$ cat src/rtl/ppqs_pkg.sv
// Package for the priority push-out queue with servers.
// Holds shared types, event and register codes, and fixed field widths.
// No dependencies.
`default_nettype none

package ppqs_pkg;

   localparam int MASK_W     = 8;
   localparam int COUNT_W    = 6;
   localparam int TICKS_W    = 16;
   localparam int IDX_W      = 3;
   localparam int KIND_W     = 3;
   localparam int SERVER_W   = 2;
   localparam int MAX_SERVERS = 4;
   localparam int CSR_ADDR_W = 5;
   localparam int CSR_DATA_W = 32;

   localparam logic [COUNT_W-1:0] QUEUE_LIMIT_RESET = COUNT_W'(6);
   localparam logic [MAX_SERVERS-1:0][TICKS_W-1:0] SERVICE_TICKS_RESET = {
      TICKS_W'(70), TICKS_W'(70), TICKS_W'(100), TICKS_W'(70)
   };

   typedef enum logic [KIND_W-1:0] {
      EV_ADMIT    = 3'd0,
      EV_PUSHOUT  = 3'd1,
      EV_REFUSE   = 3'd2,
      EV_START    = 3'd3,
      EV_TICK_END = 3'd4
   } event_kind_type;

   typedef enum logic [2:0] {
      REG_QUEUE_LIMIT = 3'd0,
      REG_SERVICE_0   = 3'd1,
      REG_SERVICE_1   = 3'd2,
      REG_SERVICE_2   = 3'd3,
      REG_SERVICE_3   = 3'd4
   } reg_index_type;

   typedef enum logic [1:0] {
      ST_IDLE,
      ST_ARRIVE,
      ST_DISPATCH,
      ST_TICK_END
   } state_type;

   typedef enum logic [2:0] {
      OP_NONE,
      OP_LOAD,
      OP_ARRIVE,
      OP_DISPATCH,
      OP_TICK_END
   } op_type;

   typedef struct packed {
      op_type           op;
      logic [IDX_W-1:0] idx;
   } cmd_type;

endpackage

`default_nettype wire

$ cat src/rtl/ppqs_csr.sv
// Configuration registers: queue limit and per-server service ticks.
// APB-style write/read port; uses ppqs_pkg.
`default_nettype none

module ppqs_csr (
   input  wire logic                                   clock,
   input  wire logic                                   reset,
   input  wire logic                                   psel,
   input  wire logic                                   penable,
   input  wire logic                                   pwrite,
   input  wire logic [ppqs_pkg::CSR_ADDR_W-1:0]        paddr,
   input  wire logic [ppqs_pkg::CSR_DATA_W-1:0]        pwdata,
   output logic      [ppqs_pkg::CSR_DATA_W-1:0]        prdata,
   output logic                                        pready,
   output logic      [ppqs_pkg::COUNT_W-1:0]           queue_limit,
   output logic      [ppqs_pkg::MAX_SERVERS-1:0][ppqs_pkg::TICKS_W-1:0] service_ticks
);
   import ppqs_pkg::*;

   logic [COUNT_W-1:0]                    queue_limit_ff, queue_limit_in;
   logic [MAX_SERVERS-1:0][TICKS_W-1:0]   service_ticks_ff, service_ticks_in;
   logic                                  wr_en;
   reg_index_type                         reg_sel;

   assign pready  = 1'b1;
   assign wr_en   = psel & penable & pwrite;
   assign reg_sel = reg_index_type'(paddr[CSR_ADDR_W-1:2]);

   always_comb begin
      queue_limit_in   = queue_limit_ff;
      service_ticks_in = service_ticks_ff;
      if (wr_en) begin
         case (reg_sel)
            REG_QUEUE_LIMIT: queue_limit_in      = pwdata[COUNT_W-1:0];
            REG_SERVICE_0:   service_ticks_in[0] = pwdata[TICKS_W-1:0];
            REG_SERVICE_1:   service_ticks_in[1] = pwdata[TICKS_W-1:0];
            REG_SERVICE_2:   service_ticks_in[2] = pwdata[TICKS_W-1:0];
            REG_SERVICE_3:   service_ticks_in[3] = pwdata[TICKS_W-1:0];
            default: ;
         endcase
      end
   end

   always_comb begin
      case (reg_sel)
         REG_QUEUE_LIMIT: prdata = CSR_DATA_W'(queue_limit_ff);
         REG_SERVICE_0:   prdata = CSR_DATA_W'(service_ticks_ff[0]);
         REG_SERVICE_1:   prdata = CSR_DATA_W'(service_ticks_ff[1]);
         REG_SERVICE_2:   prdata = CSR_DATA_W'(service_ticks_ff[2]);
         REG_SERVICE_3:   prdata = CSR_DATA_W'(service_ticks_ff[3]);
         default:         prdata = '0;
      endcase
   end

   always_ff @(posedge clock) begin
      if (reset) begin
         queue_limit_ff   <= QUEUE_LIMIT_RESET;
         service_ticks_ff <= SERVICE_TICKS_RESET;
      end else begin
         queue_limit_ff   <= queue_limit_in;
         service_ticks_ff <= service_ticks_in;
      end
   end

   assign queue_limit   = queue_limit_ff;
   assign service_ticks = service_ticks_ff;

endmodule

`default_nettype wire

$ cat src/rtl/ppqs_ctrl.sv
// Tick sequencer: walks arrivals per priority, then servers, then tick end.
// Issues commands to ppqs_datapath; uses ppqs_pkg.
`default_nettype none

module ppqs_ctrl #(
   parameter int PRIORITIES = 3,
   parameter int SERVERS    = 2
) (
   input  wire logic              clock,
   input  wire logic              reset,
   input  wire logic              req_valid,
   output logic                   req_ready,
   input  wire logic              rsp_ready,
   input  wire logic              out_full,
   output ppqs_pkg::cmd_type      cmd
);
   import ppqs_pkg::*;

   state_type          state_ff, state_in;
   logic [IDX_W-1:0]   idx_ff, idx_in;
   logic               step_ok;

   assign step_ok = !out_full || rsp_ready;

   always_comb begin
      state_in = state_ff;
      idx_in   = idx_ff;
      case (state_ff)
         ST_IDLE: begin
            if (req_valid) begin
               state_in = ST_ARRIVE;
               idx_in   = '0;
            end
         end
         ST_ARRIVE: begin
            if (step_ok) begin
               if (idx_ff == IDX_W'(PRIORITIES - 1)) begin
                  state_in = ST_DISPATCH;
                  idx_in   = '0;
               end else begin
                  idx_in = idx_ff + IDX_W'(1);
               end
            end
         end
         ST_DISPATCH: begin
            if (step_ok) begin
               if (idx_ff == IDX_W'(SERVERS - 1)) begin
                  state_in = ST_TICK_END;
                  idx_in   = '0;
               end else begin
                  idx_in = idx_ff + IDX_W'(1);
               end
            end
         end
         ST_TICK_END: begin
            if (step_ok) begin
               state_in = ST_IDLE;
            end
         end
         default: state_in = ST_IDLE;
      endcase
   end

   always_comb begin
      req_ready = 1'b0;
      cmd.op    = OP_NONE;
      cmd.idx   = idx_ff;
      case (state_ff)
         ST_IDLE: begin
            req_ready = 1'b1;
            if (req_valid) cmd.op = OP_LOAD;
         end
         ST_ARRIVE:   if (step_ok) cmd.op = OP_ARRIVE;
         ST_DISPATCH: if (step_ok) cmd.op = OP_DISPATCH;
         ST_TICK_END: if (step_ok) cmd.op = OP_TICK_END;
         default: ;
      endcase
   end

   always_ff @(posedge clock) begin
      if (reset) begin
         state_ff <= ST_IDLE;
         idx_ff   <= '0;
      end else begin
         state_ff <= state_in;
         idx_ff   <= idx_in;
      end
   end

endmodule

`default_nettype wire

$ cat src/rtl/ppqs_datapath.sv
// Queue counts, server timers and the result register.
// Executes commands from ppqs_ctrl; uses ppqs_pkg.
`default_nettype none

module ppqs_datapath #(
   parameter int PRIORITIES = 3,
   parameter int SERVERS    = 2
) (
   input  wire logic                                   clock,
   input  wire logic                                   reset,
   input  wire ppqs_pkg::cmd_type                      cmd,
   input  wire logic [ppqs_pkg::MASK_W-1:0]            req_arrival_mask,
   input  wire logic [ppqs_pkg::COUNT_W-1:0]           queue_limit,
   input  wire logic [ppqs_pkg::MAX_SERVERS-1:0][ppqs_pkg::TICKS_W-1:0] service_ticks,
   input  wire logic                                   rsp_ready,
   output logic                                        out_full,
   output logic                                        rsp_valid,
   output logic      [ppqs_pkg::KIND_W-1:0]            rsp_event_kind,
   output logic      [ppqs_pkg::IDX_W-1:0]             rsp_priority_res,
   output logic      [ppqs_pkg::IDX_W-1:0]             rsp_victim_priority,
   output logic      [ppqs_pkg::SERVER_W-1:0]          rsp_server_index,
   output logic      [ppqs_pkg::COUNT_W-1:0]           rsp_occupancy,
   output logic                                        rsp_last
);
   import ppqs_pkg::*;

   logic [PRIORITIES-1:0]                 mask_ff, mask_in;
   logic [PRIORITIES-1:0][COUNT_W-1:0]    counts_ff, counts_in;
   logic [COUNT_W-1:0]                    total_ff, total_in;
   logic [SERVERS-1:0][TICKS_W-1:0]       remaining_ff, remaining_in;

   logic                                  valid_ff, valid_in;
   event_kind_type                        kind_ff, kind_in;
   logic [IDX_W-1:0]                      prio_ff, prio_in;
   logic [IDX_W-1:0]                      victim_ff, victim_in;
   logic [SERVER_W-1:0]                   server_ff, server_in;
   logic [COUNT_W-1:0]                    occ_ff;
   logic                                  last_ff, last_in;

   logic                                  emit;
   logic                                  arriving;
   logic                                  victim_found;
   logic [IDX_W-1:0]                      victim_idx;
   logic                                  head_found;
   logic [IDX_W-1:0]                      head_idx;
   logic                                  server_free;
   logic [TICKS_W-1:0]                    ticks_sel;

   always_comb begin
      arriving     = 1'b0;
      victim_found = 1'b0;
      victim_idx   = '0;
      head_found   = 1'b0;
      head_idx     = '0;
      server_free  = 1'b0;
      ticks_sel    = '0;
      for (int j = 0; j < PRIORITIES; j++) begin
         if (IDX_W'(j) == cmd.idx) arriving = mask_ff[j];
         if (IDX_W'(j) > cmd.idx && counts_ff[j] != '0) begin
            victim_found = 1'b1;
            victim_idx   = IDX_W'(j);
         end
      end
      for (int j = PRIORITIES - 1; j >= 0; j--) begin
         if (counts_ff[j] != '0) begin
            head_found = 1'b1;
            head_idx   = IDX_W'(j);
         end
      end
      for (int s = 0; s < SERVERS; s++) begin
         if (IDX_W'(s) == cmd.idx) server_free = (remaining_ff[s] == '0);
      end
      for (int s = 0; s < MAX_SERVERS; s++) begin
         if (IDX_W'(s) == cmd.idx) ticks_sel = service_ticks[s];
      end
   end

   always_comb begin
      mask_in      = mask_ff;
      counts_in    = counts_ff;
      total_in     = total_ff;
      remaining_in = remaining_ff;
      emit         = 1'b0;
      kind_in      = EV_TICK_END;
      prio_in      = '0;
      victim_in    = '0;
      server_in    = '0;
      last_in      = 1'b0;
      case (cmd.op)
         OP_LOAD: begin
            mask_in = req_arrival_mask[PRIORITIES-1:0];
            for (int s = 0; s < SERVERS; s++) begin
               if (remaining_ff[s] != '0) remaining_in[s] = remaining_ff[s] - TICKS_W'(1);
            end
         end
         OP_ARRIVE: begin
            if (arriving) begin
               emit    = 1'b1;
               prio_in = cmd.idx;
               if (total_ff < queue_limit) begin
                  kind_in  = EV_ADMIT;
                  total_in = total_ff + COUNT_W'(1);
                  for (int j = 0; j < PRIORITIES; j++) begin
                     if (IDX_W'(j) == cmd.idx) counts_in[j] = counts_ff[j] + COUNT_W'(1);
                  end
               end else if (victim_found) begin
                  kind_in   = EV_PUSHOUT;
                  victim_in = victim_idx;
                  for (int j = 0; j < PRIORITIES; j++) begin
                     if (IDX_W'(j) == cmd.idx) counts_in[j] = counts_ff[j] + COUNT_W'(1);
                     if (IDX_W'(j) == victim_idx) counts_in[j] = counts_ff[j] - COUNT_W'(1);
                  end
               end else begin
                  kind_in = EV_REFUSE;
               end
            end
         end
         OP_DISPATCH: begin
            if (server_free && head_found) begin
               emit      = 1'b1;
               kind_in   = EV_START;
               prio_in   = head_idx;
               server_in = cmd.idx[SERVER_W-1:0];
               total_in  = total_ff - COUNT_W'(1);
               for (int j = 0; j < PRIORITIES; j++) begin
                  if (IDX_W'(j) == head_idx) counts_in[j] = counts_ff[j] - COUNT_W'(1);
               end
               for (int s = 0; s < SERVERS; s++) begin
                  if (IDX_W'(s) == cmd.idx) remaining_in[s] = ticks_sel;
               end
            end
         end
         OP_TICK_END: begin
            emit    = 1'b1;
            kind_in = EV_TICK_END;
            last_in = 1'b1;
         end
         default: ;
      endcase
   end

   always_comb begin
      if (emit) begin
         valid_in = 1'b1;
      end else if (rsp_ready) begin
         valid_in = 1'b0;
      end else begin
         valid_in = valid_ff;
      end
   end

   always_ff @(posedge clock) begin
      if (reset) begin
         counts_ff    <= '0;
         total_ff     <= '0;
         remaining_ff <= '0;
         valid_ff     <= 1'b0;
      end else begin
         counts_ff    <= counts_in;
         total_ff     <= total_in;
         remaining_ff <= remaining_in;
         valid_ff     <= valid_in;
      end
   end

   always_ff @(posedge clock) begin
      mask_ff <= mask_in;
      if (emit) begin
         kind_ff   <= kind_in;
         prio_ff   <= prio_in;
         victim_ff <= victim_in;
         server_ff <= server_in;
         occ_ff    <= total_in;
         last_ff   <= last_in;
      end
   end

   assign out_full            = valid_ff;
   assign rsp_valid           = valid_ff;
   assign rsp_event_kind      = kind_ff;
   assign rsp_priority_res    = prio_ff;
   assign rsp_victim_priority = victim_ff;
   assign rsp_server_index    = server_ff;
   assign rsp_occupancy       = occ_ff;
   assign rsp_last            = last_ff;

endmodule

`default_nettype wire

$ cat src/rtl/priority_pushout_queue_servers.sv
// Priority queue with push-out feeding a pool of servers, one tick per request transfer.
// Top level: instantiates ppqs_csr, ppqs_ctrl and ppqs_datapath; uses ppqs_pkg.
//
// Each request transfer carries one tick's arrival mask (bit k: one arrival of priority k).
// The tick produces, in order, one response per arrival (admitted, pushed out, refused),
// one per server that starts service, and a closing tick-end response with last set.
// The sequencer takes the request transfer (servers count down there), then steps
// through each priority class and each server, then the tick end. Responses leave
// through a single output register, so the first response becomes valid after the
// request state and the first arrival step. When the receiver stalls, the sequencer
// holds at the current step until the output register is free; a new request is taken
// as soon as the tick-end response is loaded, even while that response still waits.
// Reset empties all classes, frees all servers, drops any pending response and restores
// the register defaults (limit 6; service 70, 100, 70, 70 ticks). Registers are to be
// written by the user through the APB-style port only while idle; the block itself
// does not enforce this.
`default_nettype none

module priority_pushout_queue_servers #(
   parameter int PRIORITIES = 3,
   parameter int SERVERS    = 2
) (
   input  wire logic                               clock,
   input  wire logic                               reset,
   input  wire logic                               req_valid,
   output logic                                    req_ready,
   input  wire logic [ppqs_pkg::MASK_W-1:0]        req_arrival_mask,
   output logic                                    rsp_valid,
   input  wire logic                               rsp_ready,
   output logic      [ppqs_pkg::KIND_W-1:0]        rsp_event_kind,
   output logic      [ppqs_pkg::IDX_W-1:0]         rsp_priority_res,
   output logic      [ppqs_pkg::IDX_W-1:0]         rsp_victim_priority,
   output logic      [ppqs_pkg::SERVER_W-1:0]      rsp_server_index,
   output logic      [ppqs_pkg::COUNT_W-1:0]       rsp_occupancy,
   output logic                                    rsp_last,
   input  wire logic                               psel,
   input  wire logic                               penable,
   input  wire logic                               pwrite,
   input  wire logic [ppqs_pkg::CSR_ADDR_W-1:0]    paddr,
   input  wire logic [ppqs_pkg::CSR_DATA_W-1:0]    pwdata,
   output logic      [ppqs_pkg::CSR_DATA_W-1:0]    prdata,
   output logic                                    pready
);
   import ppqs_pkg::*;

   logic [COUNT_W-1:0]                    queue_limit;
   logic [MAX_SERVERS-1:0][TICKS_W-1:0]   service_ticks;
   cmd_type                               cmd;
   logic                                  out_full;

   ppqs_csr u_csr (
      .clock         (clock),
      .reset         (reset),
      .psel          (psel),
      .penable       (penable),
      .pwrite        (pwrite),
      .paddr         (paddr),
      .pwdata        (pwdata),
      .prdata        (prdata),
      .pready        (pready),
      .queue_limit   (queue_limit),
      .service_ticks (service_ticks)
   );

   ppqs_ctrl #(
      .PRIORITIES (PRIORITIES),
      .SERVERS    (SERVERS)
   ) u_ctrl (
      .clock     (clock),
      .reset     (reset),
      .req_valid (req_valid),
      .req_ready (req_ready),
      .rsp_ready (rsp_ready),
      .out_full  (out_full),
      .cmd       (cmd)
   );

   ppqs_datapath #(
      .PRIORITIES (PRIORITIES),
      .SERVERS    (SERVERS)
   ) u_datapath (
      .clock               (clock),
      .reset               (reset),
      .cmd                 (cmd),
      .req_arrival_mask    (req_arrival_mask),
      .queue_limit         (queue_limit),
      .service_ticks       (service_ticks),
      .rsp_ready           (rsp_ready),
      .out_full            (out_full),
      .rsp_valid           (rsp_valid),
      .rsp_event_kind      (rsp_event_kind),
      .rsp_priority_res    (rsp_priority_res),
      .rsp_victim_priority (rsp_victim_priority),
      .rsp_server_index    (rsp_server_index),
      .rsp_occupancy       (rsp_occupancy),
      .rsp_last            (rsp_last)
   );

endmodule

`default_nettype wire
$ cat config.mk
export PLATFORM = sky130hd
export DESIGN_NAME = priority_pushout_queue_servers
export DESIGN_NICKNAME = d
export VERILOG_FILES = /design/src/rtl/ppqs_pkg.sv /design/src/rtl/ppqs_csr.sv /design/src/rtl/ppqs_ctrl.sv /design/src/rtl/ppqs_datapath.sv /design/src/rtl/priority_pushout_queue_servers.sv
export SDC_FILE = /design/constraint.sdc
export NUM_CORES = 1
export LEC_CHECK = 0
export ABC_AREA = 1
export BUFFER_PORTS_ARGS = -buffer_cell sky130_fd_sc_hd__buf_4
export CAP_MARGIN = 10
export CELL_PAD_IN_SITES_DETAIL_PLACEMENT = 0
export CELL_PAD_IN_SITES_GLOBAL_PLACEMENT = 1
export CORE_ASPECT_RATIO = 1.1
export CORE_MARGIN = 5
export CORE_UTILIZATION = 38
export CTS_CLUSTER_SIZE = 25
export DETAILED_ROUTE_END_ITERATION = 10
export GPL_TIMING_DRIVEN = 1
export PLACE_DENSITY_LB_ADDON = 0.1
export SKIP_CTS_REPAIR_TIMING = 1
export SYNTH_ARGS = -nofsm -noshare
export SYNTH_HDL_FRONTEND = slang
export SYNTH_SLANG_ARGS = --single-unit
$ cat constraint.sdc
create_clock -name clock -period 2.26 [get_ports clock]
set_clock_uncertainty 0.1 [all_clocks]
set_input_delay 0.113 -clock clock [delete_from_list [all_inputs] [get_ports clock]]
set_output_delay 0.113 -clock clock [all_outputs]
set_load 0.01 [all_outputs]
Yosys cells after proc, flatten, opt, wreduce, memory -nomap -nowiden
Cells that the tools add are included.

operators by class
  add/subtract/negate cells = 11
  magnitude comparators = 4
  equality and inequality tests = 36
  muxes and demuxes = 77
  bitwise logic cells = 5
  reductions and logical operators = 36

operators with widths
  cell                     count
  $mux W16                 7
  $pmux W16 S5             1
  $mux W18                 4
  $mux W6                  12
  $pmux W32 S2             1
  $pmux W18 S2             1
  $logic_not A16 Y1        2
  $mux W32                 1
  $reduce_bool A16 Y1      2
  $sub A16 B1 Y16 const B  2
  $mux W3                  10
  $mux W2                  14
  $ne A2 B1 Y1 const B     14
  $add A6 B1 Y6 const B    4
  $sub A6 B1 Y6 const B    4
  $mux W1                  19
  $reduce_bool A6 Y1       3
  $eq A3 B2 Y1 const B     5
  $reduce_and A5 Y1        3
  $logic_not A3 Y1         4
  $pmux W3 S2              2
  $pmux W3 S4              1
  $pmux W6 S2              1
  $reduce_and A2 Y1        6
  28 further kinds         46

word-level totals
  bits in registers = 153
  input port bits = 52
  output and inout port bits = 53
  logic and storage cells = 190

Longest topological paths before layout
Gate-level depths: netlist (run 1).

  depth in word-level cells = 10
  mapped depth = 15
  depth with buffers taken out = 15

Cells and area by module
A second synthesis (run 1) with hierarchy kept.

second synthesis, totals
  cell total of the unflattened synthesis = 1604
  area total of the unflattened synthesis = 10117.2 sq um

modules (own cells, without submodules)
  module         instances  cells each  area an instance (sq um)  seq. area each (sq um)
  ppqs_datapath  1          955         6039.5                    1741.7
  ppqs_csr       1          580         3609.7                    1401.3
  ppqs_ctrl      1          69          467.9                     100.1

Worst setup path before layout (run 1)
Ideal clock, no wire load.

  path kind = register -> register
  start = reg u_ctrl.state_ff[0]
  end = reg u_datapath.kind_ff[0] (netlist: u_datapath.rsp_event_kind[0]) (enable)
  library setup time = 0.373 ns
  arrival = 1.862 ns
  data required time = 1.787 ns
  slack = -0.076 ns
  stages on the path, launching flop included = 9
  buffers on the path = 1
  period minus slack after synthesis = 2.336 ns
  cells stage by stage = dfxtp_1 inv_1 ha_1 nor2_1 nand3_2 inv_2 nand3_2 buf_6 nand2_1

on the way
  word-level cells in the longest chain between the ends = 4
  elaborated cells on any way between the ends = 9
  those cells by class = 6 x eq/ne; 2 x mux; 1 x reduce/logical

ends and longest elaborated chain
  element                                              RTL line              text
  start, declared                                      ppqs_ctrl.sv:19       state_type state_ff, state_in;
  start signal, assigned                               ppqs_ctrl.sv:85       state_ff <= state_in;
  $eq A2 B2 Y1 (tied with other cells)                 ppqs_ctrl.sv:68       case (state_ff)
  $pmux W3 S4 *                                        ppqs_ctrl.sv:68
  $eq A3 B3 Y1 / $eq A3 B2 Y1 (equally long branches)  ppqs_datapath.sv:89   case (cmd.op)
  $pmux W1 S3 *                                        ppqs_datapath.sv:89
  via u_datapath.emit                                  ppqs_datapath.sv:40   logic emit;
  end signal, assigned                                 ppqs_datapath.sv:169  kind_ff <= kind_in;
  end, declared                                        ppqs_datapath.sv:33   event_kind_type kind_ff, kind_in;

The timed path passes the listed nets; every way through them passes the cells marked *.
A chain may end at the register's enable or synchronous reset.

Worst setup path in the final report (run 1)
  start = reg u_ctrl.idx_ff[1]
  end = reg u_datapath.prio_ff[1] (netlist: u_datapath.rsp_priority_res[1]) (enable)

on the way
  word-level cells in the longest chain between the ends = 6
  elaborated cells on any way between the ends = 12
  those cells by class = 2 x eq/ne; 8 x mux; 2 x reduce/logical

ends and longest elaborated chain
  element                                                RTL line                                   text
  start, declared                                        ppqs_ctrl.sv:20                            logic [IDX_W-1:0] idx_ff, idx_in;
  start signal, assigned                                 ppqs_ctrl.sv:86                            idx_ff <= idx_in;
  $logic_not A3 Y1                                       ppqs_datapath.sv:58, ppqs_datapath.sv:71
  $mux W1 (on tied branches) (2 in series)               ppqs_datapath.sv:58, ppqs_datapath.sv:71
  $mux W1 / $logic_and A1 B1 Y1 (equally long branches)  ppqs_datapath.sv:58, ppqs_datapath.sv:119
  $mux W1 (on tied branches)                             ppqs_datapath.sv:97, ppqs_datapath.sv:119
  $pmux W1 S3 *                                          ppqs_datapath.sv:89
  via u_datapath.emit                                    ppqs_datapath.sv:40
  end signal, assigned                                   ppqs_datapath.sv:170                       prio_ff <= prio_in;
  end, declared                                          ppqs_datapath.sv:34                        logic [IDX_W-1:0] prio_ff, prio_in;

Marks and branches as above.

==> results of run 1 <==
[worst min path at each step]
stage | startpoint | end
2_1_floorplan | req_arrival_mask[0] | u_datapath.mask_ff[0]
3_3_place_gp | req_arrival_mask[1] | u_datapath.mask_ff[1]
3_5_place_dp | req_arrival_mask[0] | u_datapath.mask_ff[0]
4_1_cts | req_arrival_mask[0] | u_datapath.mask_ff[0]
5_1_grt | reset | u_datapath.counts_ff[14]
6_report | reset | u_datapath.remaining_ff[16]
[report_power, final]
part,total (mW),leakage (nW),internal [mW],switching [mW]
registers,3.75,1.26,3.30,0.457
clock network,2.90,0.288,1.49,1.41
logic,8.51,3.73,3.24,5.27
total,15.2,5.28,8.03,7.15
[critical path, stage by stage (launching register included)]
cell     delay, ps
dfxtp_2        350
nor2_4         220
nand2_8        140
inv_4          140
nand4_1        180
nand2_2        170
nand3_4        120
buf_4          200
nand2_2         90
buf_12         150
[area by class of cell]
cell class              instances  area (um^2)  share of cell area (%)
inverters                     145          553                    4.73
well taps                     310          388                    3.32
clock inverters                14          155                    1.33
clock buffers                  18          429                    3.67
multi-input cells            1034         5360                    45.9
repair buffers                185         1550                    13.2
repair inverters                1         5.00                  0.0428
flip-flops and latches        152         3250                    27.8
[kinds of logic (layout without fill, tap and decap cells)]
logic type,Yosys count,after routing,synth area share [%]
xor+xnor,34,34,3.20
compound gates,317,317,18.9
fa+ha+maj,27,27,3.63
buf+inv,216,363,9.91
simple gates,636,637,29.4
flops,152,152,34.9
other cells,2,19,0.0807
[state kept, by name (all words and copies together) (netlist names), 2 cells and up]
register                        flops
u_datapath.rsp_occupancy            6
u_datapath.rsp_server_index         2
u_datapath.mask_ff                  3
u_datapath.rsp_event_kind           3
u_datapath.rsp_priority_res         3
u_csr.queue_limit                   6
u_csr.service_ticks                64
u_ctrl.state_ff                     2
u_datapath.rsp_victim_priority      2
u_ctrl.idx_ff                       3
u_datapath.remaining_ff            32
u_datapath.total_ff                 6
u_datapath.counts_ff               18
[cell usage in the layout (no fill, tap or decap), types with 4 or more instances in the layout]
cell type / Yosys / routed
a21oi_1: 111 / 109
a21oi_2: 2 / 4
a221oi_1: 5 / 5
buf_12: 0 / 8
buf_4: 20 / 156
clkbuf_16: 0 / 17
conb_1: 2 / 19
dfxtp_1: 132 / 127
dfxtp_2: 0 / 5
dlygate4sd3_1: 0 / 19
edfxtp_1: 20 / 20
ha_1: 27 / 22
inv_1: 136 / 130
inv_2: 8 / 12
inv_6: 0 / 4
inv_8: 0 / 5
nand2_1: 303 / 292
nand2_2: 9 / 16
nand2_4: 2 / 5
nand3_1: 91 / 88
nand3_2: 4 / 5
nand4_1: 15 / 15
nor2_1: 175 / 171
nor2_2: 9 / 10
nor2_4: 5 / 9
nor3_1: 15 / 15
o2111ai_1: 8 / 8
o211ai_1: 18 / 18
o21ai_0: 152 / 145
o21ai_1: 0 / 7
o22ai_1: 6 / 6
xnor2_1: 6 / 6
xor2_1: 28 / 28
[layer usage]
metal / share of wire [%] / track usage [%]
met4: 1.2 / 4.91
met5: 0 / 0
met3: 2.9 / 2.92
met1: 45 / 26.5
met2: 51 / 38.3
[stage by stage]
| step | utilization [%] | total power, mW |
|---|---|---|
| after floorplan | - | 9.31 |
| final | 48.1 | 15.2 |
| after detailed placement | 43.9 | 11.9 |
| after CTS | 46.3 | 14.9 |
| after global routing | 48.1 | 16.5 |
| after global placement | 43.9 | 11.9 |
==> metrics.txt, run 1 <==
core outline area=24,300 um^2; ys flop type=dfxtp_1; fin crit share=between 90% and 100%; Layout Nets=1,615; Row Count=60; clock buffer depth=2; CTS H-Tree Depth=4; r2r worst-path depth=9; die width=between 150 and 200 um; element type at the critical path start=register; initial antenna violation count=0; Placed Area=10,700 um^2; reg-to-reg critical path endpoint=u_datapath.rsp_priority_res[1]; Area Overhead vs Synth=25.7%; min-delay worst type=in -> reg; CTS root buffer=clkbuf_16; I/O pins=between 100 and 150; Setup crit start=u_ctrl.idx_ff[1]; Static Leak=5.28 nW; Final Max Slew Viols=0; maxcap violations=0; Tightest Pin Transition=around 760 ps; Filler Cell Count=approximately 2,600; post-route cell area=about 12,000 um^2; vias in the first global route=8,914; drt first-iter violations=507; PwrDens=about 1300 nW/um^2; CTS Sinks=152; TritonRoute pass-1 iters=6; Tot GR Track Use=between 20% and 30%; Setup Viol. Count Final=0; worst hold path depth=3; CP max FO=17; pre-CTS WS=between 0.4 and 0.5 ps; Async SR Flop Fraction=0%; RR Startpoint=u_ctrl.idx_ff[1]; DRC violation count after routing=0; largest net degree at the start of global routing=36; number of port buffers=63; mean post-synth cell area=a little under 7 um^2; Starting Density=38.2%; FMAX=between 400 and 500 MHz; Clk pin slew, worst setup/hold paths=around 70 ps; wire length per cell=16.2 um; Fin. Hold Viols=0; layout cell share with drive strength beyond 1=between 10% and 20%; clk_lat worst skew=440 ps; worst path arrival time=roughly 2200 ps; die area=27,700 um^2; register area share after synthesis=a little over a third; Fin Hold WS=approximately 170 ps; number of synthesized register bits=around 150; Yosys Warn Count=0; Max IR drop VDD=0.000516 V; Post-synth EDFFs=20; outcome=finished clean; Final min period=~2200 ps; largest area contributor in the netlist=dfxtp_1; total CTS buffers=17; setup tns final=0 ps; Vias=between 9,000 and 10,000; vias per std cell=slightly above 5; Synth Instances=around 1,400; DPL Wire Length=between 20,000 and 25,000 um; Yosys cell types=47; top cells by area, synth=dfxtp_1 (28%), nand2_1 (12%), o21ai_0 (8.2%); CP Capture Point=u_datapath.rsp_priority_res[1]; placed cells=around 1,800; CTS tree=yes; drt total wl=about 30,000 um; diodes inserted=0; top-area cell type share of the netlist area=roughly 28%; antenna-violating nets left=0; final worst setup slack=~89 ps; CP endpoint kind=register; Cell Area, Synth=around 9300 um^2; CP required=2300 ps; die height=~170 um; critical path class=reg -> reg; gr ovfl total=0; reg-to-reg slack, setup=a little under 90 ps; most numerous cell in the Yosys netlist=nand2_1; Worst slew margin=about half; first-pass GRT wire length=47,400 um; post-route insts no fill=about 1,900; Commonest cells post-synth=nand2_1 (303), nor2_1 (175), o21ai_0 (152), inv_1 (136), dfxtp_1 (132); placer congestion estimate=between 0.8 and 0.9
(Power assumes the default switching activity.)
==> inputs of run 2 (changes only) <==
Settings changed: REMOVE_ABC_BUFFERS set to 1.
==> run 2 against run 1 <==
Effect of this change: routed wire length down 2.4%; core utilization shrank 0.16 points; cell area decreased by 0.34%; critical path depth increased by 1; maximum frequency up 2.5%; power shrank 0.50%; largest cell class unchanged.
==> metrics.txt, run 2 (same netlist as run 1, synthesis figures left out) <==
outcome=finished clean; diodes inserted=0; pre-CTS WS=46.0 ps; die height=~170 um; gr ovfl total=0; vias in the first global route=8,830; CTS tree=yes; clk_lat worst skew=430 ps; fin crit share=93.8%; DPL Wire Length=around 21,000 um; total CTS buffers=17; drt first-iter violations=around 500; clock buffer depth=2; antenna-violating nets left=0; I/O pins=between 100 and 150; Clk pin slew, worst setup/hold paths=approximately 70 ps; Max IR drop VDD=~0.00067 V; Final Max Slew Viols=0; commonest cells after routing, fill and taps aside=nand2_1 (292), nor2_1 (170), buf_4 (149), o21ai_0 (146), inv_1 (126); element type at the critical path start=register; total power=between 15 and 20 mW; Layout Nets=~1,600; CP max FO=9; slowest CP cell=dfxtp_1; wire length per cell=roughly 16 um; Area Overhead vs Synth=25.2%; Fin Hold WS=between 100 and 150 ps; core outline area=around 24,000 um^2; vias per std cell=5.04; largest stage delay on the critical path=roughly 340 ps; CP required=2300 ps; cell breakdown of the critical path=inv_1, ha_1, nand2_1, nor2_1, nand4_1, nand2_2, nand3_4, buf_12, nand2_1, buf_4; clock power share=about a fifth; FMAX=472 MHz; NetSw=7.00 mW; maxcap violations=0; die width=~160 um; die area=27,700 um^2; first-pass GRT wire length=~47,000 um; critical path class=reg -> reg; post-route insts no fill=about 1,900; CTS H-Tree Depth=4; min-delay worst type=in -> reg; CP endpoint kind=register; number of port buffers=63; switching share of power=46.3%; Setup Viol. Count Final=0; drt total wl=a little under 30,000 um; DRC violation count after routing=0; Sequential Power Share=24.9%; CTS Sinks=152; Row Count=60; PwrDens=roughly 1300 nW/um^2; worst path arrival time=roughly 2200 ps; Static Leak=5.24 nW; Fin. Hold Viols=0; Tightest Pin Transition=between 700 and 800 ps; Gate power share=between 50% and 60%; Cell Int Power=8.10 mW; layout cell share with drive strength beyond 1=about a fifth; Worst slew margin=between 40% and 50%; Final min period=between 2000 and 2500 ps; Vias=9,345; CTS root buffer=clkbuf_16; initial antenna violation count=0; final worst setup slack=around 140 ps; CP dominant cell by count=nand2_1; Tot GR Track Use=about a fifth; max reg flops=between 60 and 70; setup tns final=0 ps; TritonRoute pass-1 iters=5; Buf/Inv on CP=3; placed cells=1,797; Starting Density=a little under two fifths; placer congestion estimate=about 0.85; most common cell after layout, fill and taps aside=nand2_1; Worst path top cell family by delay=simple AND/OR/NAND/NOR gates; largest net degree at the start of global routing=between 60 and 70
## run 2: worst reg2reg max path, stage by stage, from the launching register on
cell	delay [ps]
dfxtp_1	340
inv_1	100
ha_1	170
nand2_1	100
nor2_1	120
nand4_1	160
nand2_2	160
nand3_4	130
buf_12	160
nand2_1	120
buf_4	180
## run 2: final cells by class
type / count / area [um^2]
multi-input cells: 1035 / 5380
well taps: 310 / 388
fillers: 2593 / 12700
inverters: 145 / 551
clock buffers: 19 / 453
flip-flops and latches: 152 / 3260
clock inverters: 13 / 134
repair buffers: 179 / 1490
## run 2: worst paths after layout
kind / slack [ps] / to / depth (start not counted) / start
hold / removal: 150 / u_datapath.out_full / 6 / rsp_ready
hold reg to reg: 370 / u_csr.service_ticks[47] / 2 / u_csr.service_ticks[47]
setup / recovery: 140 / u_datapath.rsp_occupancy[3] / 10 / u_datapath.remaining_ff[16]
setup reg to reg: 140 / u_datapath.rsp_occupancy[3] / 10 / u_datapath.remaining_ff[16]
## run 2: layer usage
metal / GRT usage, % / up-vias / share of wire, %
met5: 0 / - / 0
met3: 3.01 / 27 / 3.7
met1: 26.6 / 4316 / 46
li1: - / 4823 / -
met2: 35.6 / 179 / 49
met4: 4.73 / 0 / 1.7
## run 2: through the flow
step / cell area, um^2 / util, %
2_1_floorplan: 8990 / -
3_3_place_gp: 10600 / 43.8
3_5_place_dp: 10600 / 43.8
4_1_cts: 11200 / 46.2
5_1_grt: 11600 / 47.9
6_report: 11600 / 47.9
## run 2: power by group through the flow
stage,sequential (mW),clock [mW],combinational (mW)
floorplan,3.79,0,5.37
global placement,3.80,0,8.08
detailed placement,3.80,0,8.11
CTS,3.75,2.96,8.16
global route,3.83,3.07,9.59
finish,3.76,2.89,8.45
